$ cat src/design/sttab_pkg.sv
// Package for the software timer table: payload structs, codes and the
// command and status structs between controller and datapath. No dependencies.
package sttab_pkg;

    localparam int SLOTS_DEFAULT = 32;
    localparam int MAX_RESULTS   = 32;

    localparam logic [2:0] KIND_ADD  = 3'd0;
    localparam logic [2:0] KIND_SETP = 3'd1;
    localparam logic [2:0] KIND_REMS = 3'd2;
    localparam logic [2:0] KIND_REMT = 3'd3;
    localparam logic [2:0] KIND_SCAN = 3'd4;

    localparam logic [1:0] ST_ACCEPTED = 2'd0;
    localparam logic [1:0] ST_FULL     = 2'd1;
    localparam logic [1:0] ST_FIRED    = 2'd2;
    localparam logic [1:0] ST_NONE     = 2'd3;

    typedef struct packed {
        logic [2:0]  kind;
        logic [31:0] now_ms;
        logic [4:0]  slot;
        logic [7:0]  type_code;
        logic [31:0] period_ms;
    } in_item_t;

    typedef struct packed {
        logic [1:0] status;
        logic [4:0] slot_out;
        logic       last_of_run;
    } out_item_t;

    typedef struct packed {
        logic load;
        logic srch;
        logic alloc;
        logic exec;
        logic walk;
        logic res_push;
        logic end_push;
    } sttab_cmd_t;

    typedef struct packed {
        logic srch_done;
        logic walk_end;
        logic out_free;
        logic scan_mode;
    } sttab_sts_t;

endpackage

$ cat src/design/sttab_ctrl.sv
// Controller state machine of the software timer table.
// Depends on sttab_pkg for the command and status structs and kind codes.
module sttab_ctrl
    import sttab_pkg::*;
(
    input  logic       aclk,
    input  logic       aresetn,
    input  logic       s_valid,
    output logic       s_ready,
    input  logic [2:0] s_kind,
    input  sttab_sts_t sts,
    output sttab_cmd_t cmd
);

    localparam logic [2:0] S_IDLE = 3'd0;
    localparam logic [2:0] S_EXEC = 3'd1;
    localparam logic [2:0] S_SRCH = 3'd2;
    localparam logic [2:0] S_WALK = 3'd3;
    localparam logic [2:0] S_RESP = 3'd4;
    localparam logic [2:0] S_END  = 3'd5;

    logic [2:0] state_reg;
    logic [2:0] state_next;

    assign s_ready = (state_reg == S_IDLE);

    always_comb begin
        state_next = state_reg;
        cmd        = '0;
        case (state_reg)
            S_IDLE: begin
                if (s_valid) begin
                    cmd.load = 1'b1;
                    case (s_kind)
                        KIND_ADD:  state_next = S_SRCH;
                        KIND_SETP: state_next = S_EXEC;
                        KIND_REMS: state_next = S_EXEC;
                        KIND_REMT: state_next = S_WALK;
                        KIND_SCAN: state_next = S_WALK;
                        default:   state_next = S_IDLE;
                    endcase
                end
            end
            S_SRCH: begin
                cmd.srch = 1'b1;
                if (sts.srch_done) begin
                    cmd.alloc  = 1'b1;
                    state_next = S_RESP;
                end
            end
            S_EXEC: begin
                cmd.exec   = 1'b1;
                state_next = S_RESP;
            end
            S_WALK: begin
                cmd.walk = 1'b1;
                if (sts.walk_end) begin
                    state_next = sts.scan_mode ? S_END : S_RESP;
                end
            end
            S_RESP: begin
                if (sts.out_free) begin
                    cmd.res_push = 1'b1;
                    state_next   = S_IDLE;
                end
            end
            S_END: begin
                if (sts.out_free) begin
                    cmd.end_push = 1'b1;
                    state_next   = S_IDLE;
                end
            end
            default: state_next = S_IDLE;
        endcase
    end

    always_ff @(posedge aclk) begin
        if (!aresetn) begin
            state_reg <= S_IDLE;
        end else begin
            state_reg <= state_next;
        end
    end

endmodule

$ cat src/design/sttab_dp.sv
// Datapath of the software timer table: slot memories, active bits, walk
// pipeline and output register. Depends on sttab_pkg.
module sttab_dp
    import sttab_pkg::*;
#(
    parameter int SLOTS = SLOTS_DEFAULT
) (
    input  logic       aclk,
    input  logic       aresetn,
    input  in_item_t   s_item,
    input  logic       cfg_we,
    input  logic [7:0] cfg_wdata,
    input  sttab_cmd_t cmd,
    output sttab_sts_t sts,
    output logic       m_valid,
    input  logic       m_ready,
    output out_item_t  m_item
);

    localparam int AW = (SLOTS > 1) ? $clog2(SLOTS) : 1;
    localparam int IW = $clog2(SLOTS + 1);
    localparam int CW = $clog2(MAX_RESULTS + 1);

    logic [31:0] period_mem [SLOTS];
    logic [31:0] last_mem   [SLOTS];
    logic [7:0]  type_mem   [SLOTS];

    in_item_t        item_reg;
    logic [7:0]      once_reg;
    logic [SLOTS-1:0] active_reg, active_next;
    logic [IW-1:0]   hw_reg, hw_next;
    logic [IW-1:0]   idx_reg, idx_next;
    logic            ev_vld_reg, ev_vld_next;
    logic [AW-1:0]   ev_idx_reg;
    logic [CW-1:0]   cnt_reg, cnt_next;
    logic            pend_vld_reg, pend_vld_next;
    logic [AW-1:0]   pend_slot_reg;
    logic [1:0]      res_status_reg;
    logic [4:0]      res_slot_reg;
    logic            m_valid_reg, m_valid_next;
    out_item_t       m_item_reg, m_item_next;
    logic [31:0]     period_rd_reg;
    logic [31:0]     last_rd_reg;
    logic [7:0]      type_rd_reg;

    logic          issue_ok;
    logic          cur_active;
    logic          full_cnt;
    logic          is_scan;
    logic [31:0]   diff;
    logic          fire;
    logic          out_free;
    logic          step;
    logic          add_full;
    logic          alloc_now;
    logic          slot_ok;
    logic [AW-1:0] idx_a;
    logic [AW-1:0] slot_a;
    logic          period_we;
    logic [AW-1:0] period_wa;
    logic          last_we;
    logic [AW-1:0] last_wa;
    logic [31:0]   last_wd;
    logic          push;

    assign idx_a      = idx_reg[AW-1:0];
    assign slot_a     = AW'(item_reg.slot);
    assign issue_ok   = idx_reg < hw_reg;
    assign cur_active = active_reg[idx_a];
    assign full_cnt   = cnt_reg == CW'(MAX_RESULTS);
    assign is_scan    = item_reg.kind == KIND_SCAN;
    assign diff       = item_reg.now_ms - last_rd_reg;
    assign fire       = is_scan && ev_vld_reg && !full_cnt && active_reg[ev_idx_reg]
                        && (diff > period_rd_reg);
    assign out_free   = !m_valid_reg || m_ready;
    assign step       = cmd.walk && !(fire && pend_vld_reg && !out_free);
    assign add_full   = idx_reg == IW'(SLOTS);
    assign alloc_now  = cmd.alloc && !add_full;
    assign slot_ok    = 7'(item_reg.slot) < 7'(SLOTS);

    assign sts.srch_done = !(issue_ok && cur_active);
    assign sts.walk_end  = (!ev_vld_reg && !issue_ok) || full_cnt;
    assign sts.out_free  = out_free;
    assign sts.scan_mode = is_scan;

    assign period_we = alloc_now || (cmd.exec && item_reg.kind == KIND_SETP && slot_ok);
    assign period_wa = alloc_now ? idx_a : slot_a;
    assign last_we   = alloc_now || (step && fire);
    assign last_wa   = alloc_now ? idx_a : ev_idx_reg;
    assign last_wd   = alloc_now ? item_reg.now_ms : (last_rd_reg + period_rd_reg);

    always_ff @(posedge aclk) begin
        if (period_we) begin
            period_mem[period_wa] <= item_reg.period_ms;
        end
        if (last_we) begin
            last_mem[last_wa] <= last_wd;
        end
        if (alloc_now) begin
            type_mem[idx_a] <= item_reg.type_code;
        end
        if (step) begin
            period_rd_reg <= period_mem[idx_a];
            last_rd_reg   <= last_mem[idx_a];
            type_rd_reg   <= type_mem[idx_a];
        end
    end

    always_comb begin
        active_next   = active_reg;
        hw_next       = hw_reg;
        idx_next      = idx_reg;
        ev_vld_next   = ev_vld_reg;
        cnt_next      = cnt_reg;
        pend_vld_next = pend_vld_reg;
        if (alloc_now) begin
            active_next[idx_a] = 1'b1;
            if (idx_reg == hw_reg) begin
                hw_next = hw_reg + IW'(1);
            end
        end
        if (cmd.exec && item_reg.kind == KIND_REMS && slot_ok) begin
            active_next[slot_a] = 1'b0;
        end
        if (step && fire) begin
            cnt_next      = cnt_reg + CW'(1);
            pend_vld_next = 1'b1;
            if (type_rd_reg == once_reg) begin
                active_next[ev_idx_reg] = 1'b0;
            end
        end
        if (step && !is_scan && ev_vld_reg && type_rd_reg == item_reg.type_code) begin
            active_next[ev_idx_reg] = 1'b0;
        end
        if (cmd.srch && !sts.srch_done) begin
            idx_next = idx_reg + IW'(1);
        end
        if (step) begin
            ev_vld_next = issue_ok;
            if (issue_ok) begin
                idx_next = idx_reg + IW'(1);
            end
        end
        if (cmd.load) begin
            idx_next      = '0;
            ev_vld_next   = 1'b0;
            cnt_next      = '0;
            pend_vld_next = 1'b0;
        end
    end

    always_comb begin
        push        = 1'b0;
        m_item_next = m_item_reg;
        if (cmd.res_push) begin
            push        = 1'b1;
            m_item_next = '{status: res_status_reg, slot_out: res_slot_reg, last_of_run: 1'b1};
        end else if (cmd.end_push) begin
            push = 1'b1;
            if (pend_vld_reg) begin
                m_item_next = '{status: ST_FIRED, slot_out: 5'(pend_slot_reg),
                                last_of_run: 1'b1};
            end else begin
                m_item_next = '{status: ST_NONE, slot_out: 5'd0, last_of_run: 1'b1};
            end
        end else if (step && fire && pend_vld_reg) begin
            push        = 1'b1;
            m_item_next = '{status: ST_FIRED, slot_out: 5'(pend_slot_reg), last_of_run: 1'b0};
        end
        if (push) begin
            m_valid_next = 1'b1;
        end else if (m_ready) begin
            m_valid_next = 1'b0;
        end else begin
            m_valid_next = m_valid_reg;
        end
    end

    always_ff @(posedge aclk) begin
        if (cmd.load) begin
            item_reg       <= s_item;
            res_status_reg <= ST_ACCEPTED;
            res_slot_reg   <= (s_item.kind == KIND_REMT) ? 5'd0 : s_item.slot;
        end else if (cmd.alloc) begin
            res_status_reg <= add_full ? ST_FULL : ST_ACCEPTED;
            res_slot_reg   <= add_full ? 5'd0 : 5'(idx_reg);
        end
        if (step) begin
            ev_idx_reg <= idx_a;
        end
        if (step && fire) begin
            pend_slot_reg <= ev_idx_reg;
        end
        m_item_reg <= m_item_next;
    end

    always_ff @(posedge aclk) begin
        if (!aresetn) begin
            once_reg     <= '0;
            active_reg   <= '0;
            hw_reg       <= '0;
            idx_reg      <= '0;
            ev_vld_reg   <= 1'b0;
            cnt_reg      <= '0;
            pend_vld_reg <= 1'b0;
            m_valid_reg  <= 1'b0;
        end else begin
            if (cfg_we) begin
                once_reg <= cfg_wdata;
            end
            active_reg   <= active_next;
            hw_reg       <= hw_next;
            idx_reg      <= idx_next;
            ev_vld_reg   <= ev_vld_next;
            cnt_reg      <= cnt_next;
            pend_vld_reg <= pend_vld_next;
            m_valid_reg  <= m_valid_next;
        end
    end

    assign m_valid = m_valid_reg;
    assign m_item  = m_item_reg;

endmodule

$ cat src/design/software_timer_table_top.sv
// Channel    Direction  Transaction
// s_         in         one command: add, set period, remove, remove by type, scan
// m_         out        one result: status, slot, last-of-run flag
// cfg_       in         write of the one-shot type code, no handshake
//
// One command is taken at a time. Set period and remove slot need no walk;
// add walks the active bits before it allocates a slot. Remove by type
// and scan walk the slots below the high-water mark through the slot memories,
// one slot a cycle while the result port does not hold the scan; a scan also
// ends once MAX_RESULTS slots have fired. Reset is synchronous and clears the
// active bits and the mark; the slot memories are not cleared.
// A stalled result port holds the scan walk until the waiting result is taken.
//
// Top level of the software timer table. Depends on sttab_pkg, sttab_ctrl
// and sttab_dp.
module software_timer_table_top
    import sttab_pkg::*;
#(
    parameter int SLOTS = SLOTS_DEFAULT
) (
    input  logic       aclk,
    input  logic       aresetn,
    input  logic       s_valid,
    output logic       s_ready,
    input  in_item_t   s_item,
    output logic       m_valid,
    input  logic       m_ready,
    output out_item_t  m_item,
    input  logic       cfg_we,
    input  logic [7:0] cfg_wdata
);

    sttab_cmd_t cmd;
    sttab_sts_t sts;

    sttab_ctrl u_ctrl (
        .aclk    (aclk),
        .aresetn (aresetn),
        .s_valid (s_valid),
        .s_ready (s_ready),
        .s_kind  (s_item.kind),
        .sts     (sts),
        .cmd     (cmd)
    );

    sttab_dp #(
        .SLOTS (SLOTS)
    ) u_dp (
        .aclk      (aclk),
        .aresetn   (aresetn),
        .s_item    (s_item),
        .cfg_we    (cfg_we),
        .cfg_wdata (cfg_wdata),
        .cmd       (cmd),
        .sts       (sts),
        .m_valid   (m_valid),
        .m_ready   (m_ready),
        .m_item    (m_item)
    );

endmodule

$ cat config.mk
export PLATFORM = sky130hd
export DESIGN_NAME = software_timer_table_top
export DESIGN_NICKNAME = d
export VERILOG_FILES = /design/src/design/sttab_pkg.sv /design/src/design/sttab_ctrl.sv /design/src/design/sttab_dp.sv /design/src/design/software_timer_table_top.sv
export SDC_FILE = /design/constraint.sdc
export NUM_CORES = 2
export LEC_CHECK = 0
export BUFFER_PORTS_ARGS = -buffer_cell sky130_fd_sc_hd__buf_2
export CELL_PAD_IN_SITES_DETAIL_PLACEMENT = 0
export CELL_PAD_IN_SITES_GLOBAL_PLACEMENT = 1
export CORE_ASPECT_RATIO = 0.7
export CORE_UTILIZATION = 50
export CTS_CLUSTER_SIZE = 10
export DETAILED_ROUTE_END_ITERATION = 7
export PLACE_DENSITY = 0.79
export SETUP_SLACK_MARGIN = 0.5
export SYNTH_ARGS = -nofsm -noshare
export SYNTH_HDL_FRONTEND = slang
export SYNTH_SLANG_ARGS = --single-unit
$ cat constraint.sdc
create_clock -name aclk -period 6.5 [get_ports aclk]
set_input_delay 0.325 -clock aclk [delete_from_list [all_inputs] [get_ports aclk]]
set_output_delay 0.325 -clock aclk [all_outputs]
set_load 0.02 [all_outputs]
==> flow_summary.yaml <==
cts:
  clk-insertion-delay-late_ps: 870
  clk_pin_slew_ps: 60
  cts.sinks: 2544
  root_buffer: "clkbuf_16"
  htreeDepth: 5
  cts_buffer_depth: 4
  cts_inserted_buffers: 298
  cts_tree: "done"
synth:
  syn_inst: 4843
  yosys.area.top_type: "edfxtp_1"
  synth_ff_type: "edfxtp_1"
  synth.distinct_cells: 76
  syn_nets: 5045
  syn-cell-area_um2: 100000
  synthTopCellsByArea: "edfxtp_1 74%, mux4_2 13%, a22oi_1 1.9%"
  ys_warn_count: 0
  synth-seq-cells: 2544
  synth-edff-count: 2478
  seq_area_frac_synth_pct: 75.8
  synth-async-reset-ratio_pct: 0
  yosys.area.top_type_share_pct: 74.4
  syn_area_per_cell_um2: 20.6
final_layout:
  utilization_pct: 58.2
  area_delta_synth_final_pct: 14.9
  layout_commonest_cell: "edfxtp_1"
  design_area_um2: 115000
  drive_gt1_share_pct: 25.6
  multi_input_area_um2: 24000
  regArea_um2: 75700
  layout_common_cells: "2,478 x edfxtp_1, 594 x mux4_2, 303 x clkbuf_16"
  reg_top3: "u_dp.last_mem (1024), u_dp.period_mem (1024), u_dp.type_mem (256)"
  final_nets: 5526
  fill_cells: 14000
routing:
  num_vias: 52900
  routed_wl_um: 270000
  wl_per_cell_um: 33.7
  first_pass_iters: 6
  drc: 0
  drtIter0Drc: 8265
  antenna_left: 0
  vias_per_cell: 6.62
power:
  p_total_mw: 34.3
  power_density_nw_per_um2: 298
  p_seq_share_pct: 54.4
  power_frac_clock_pct: 42.2
  power.leakage_nw: 36.1
  power_switching_share_pct: 21.0
  power_switching_mw: 7.20
  pwr-share-comb_pct: 3.4
  ir_drop_v: 0.000259
  p_int_mw: 27.1
die:
  dieArea_um2: 202000
  die_h_um: 376
  core.rowCount: 136
  core_area_um2: 197000
  initial_core_util_pct: 50.6
  ios: 103
  fp.dieW_um: 536
grt:
  antenna_found_initial: 23
  grt.total_usage_pct: 26.6
  grt-ovfl-total: 0
  grt_max_degree: 119
  grt_pass1_wl_um: 380000
  grt_pass1_vias: 51400
place:
  place_ws_ps: 47.9
  dpl.hpwl_um: 161000
  routabilityCongestion: 0.940
  placed_area_um2: 106000
  port_buffers: 102
min_path:
  hold_path_class: "input port to flip-flop"
  hold_path_startpoint: "aresetn"
sta:
  fmax_mhz: 171
  period_needed_ps: 5860
  worst_pin_slew_ps: 1430
  drv_slew: 0
  max_slew_margin_pct: 4.39
  rsz0062_at_grt: "no"
  setup_slack_ps: 638
  finalCritPeriodShare_pct: 90.2
  hold_viol: 0
  setup_viol: 0
  final.setup_skew_ps: 83.4
  fin_tns_setup_ps: 0
critical_path:
  crit_arrival_ps: 6370
  cp.required_ps: 7000
  crit_start: "u_dp.item_reg[45]"
  path_class: "flip-flop to flip-flop"
  rr_startpoint: "u_dp.item_reg[45]"
  cp_max_fo: 32
  cp-start-kind: "flip-flop"
  cp-end-kind: "flip-flop"
job:
  max-cap-violations: 0
outcome:
  outcome: "finished, final reports clean"
## per-layer routing
metal  global-route usage [%]  vias to the layer above  routed length [µm]
met5                        0                        -                 164
met4                     5.86                       20                5720
met2                     37.3                     3735              115000
met3                     7.46                      400               37700
met1                     41.6                    27700              111000
li1                         -                    21100                   -
## synthesized netlist by cell type, types with 7 or more instances
cell / number
xnor2_1: 51
o221ai_1: 26
or3_1: 7
mux4_2: 594
buf_2: 37
nor3_1: 20
nand2_1: 75
a21o_1: 39
o21a_1: 13
xor2_1: 32
mux2i_1: 55
o21ai_0: 87
nand2b_1: 17
dfxtp_1: 66
and2_1: 9
and3_1: 52
nor3b_1: 8
edfxtp_1: 2478
buf_1: 46
nor2b_1: 27
a211oi_1: 18
nand3_1: 19
clkbuf_1: 139
a22o_1: 9
nor2_1: 185
o31ai_1: 8
a22oi_1: 248
a31oi_1: 15
a21oi_1: 115
inv_1: 94
nand4_1: 51
ha_1: 107
## metrics by stage
step | instances | hold WS, ps
5_1_grt | 7997 | 162
3_5_place_dp | 7530 | 459
2_1_floorplan | 4843 | 424
4_1_cts | 7990 | 93.6
6_report | 8000 | 146
3_3_place_gp | 7530 | 451
## critical path, cell delays in order (launching register included)
cell and delay, ps:
edfxtp_1 370, inv_2 90, ha_1 180, inv_1 70
fa_2 370, a211o_1 300, a21oi_2 160, a22o_1 270
o31ai_4 100, a31o_4 280, nand4_1 180, a31oi_4 140
nand4b_1 140, o211ai_1 100, ha_1 310, and3_4 200
nand4_1 180, or4_1 450, o22ai_2 200, o31ai_4 80
nor3_2 190, buf_4 180, buf_4 120, a31oi_4 90
buf_12 230, buf_4 140, nor2_4 110, buf_12 220
## kinds of logic after synthesis
group | share of synthesized area (%)
compound gates | 4.37
fa+ha+maj | 1.38
simple gates | 2.57
mux | 13.9
buf+inv | 1.26
flops | 75.8
xor+xnor | 0.727
## power by group through the flow
stage	combinational [mW]	sequential [mW]	clock (mW)
2_1_floorplan	0.527	18.9	0
3_3_place_gp	1.05	18.9	0
3_5_place_dp	1.07	19.0	0
4_1_cts	1.13	18.6	14.6
5_1_grt	1.24	18.7	15.2
6_report	1.17	18.6	14.4
## area by class of cell
class                           count  area share (%)
Clock buffer                      329            6.67
Tap cell                         2622            2.86
Clock inverter                     22           0.262
Antenna cell                        3         0.00653
Sequential cell                  2544            65.9
Multi-Input combinational cell   1980            20.9
Inverter                           95           0.315
Timing Repair Buffer              405            3.08
## repair_timing
item                       4_1_cts  5_1_grt
hold buffers                    98        0
hold endpoints to repair        96        0
setup endpoints to repair     1024      950
resized for setup               22       25
buffers inserted                11        6
gates cloned                     0        1
pin swaps                       11        5
## worst paths after layout
check	to	slack [ps]	cells past startpoint
min	u_ctrl.state_reg[2]	150	3
max reg2reg	u_dp.last_mem[18][31]	640	27
min reg2reg	u_dp.m_item[0]	460	2
max	u_dp.last_mem[18][31]	640	27
Note: power is estimated with default switching activity, not from simulation.
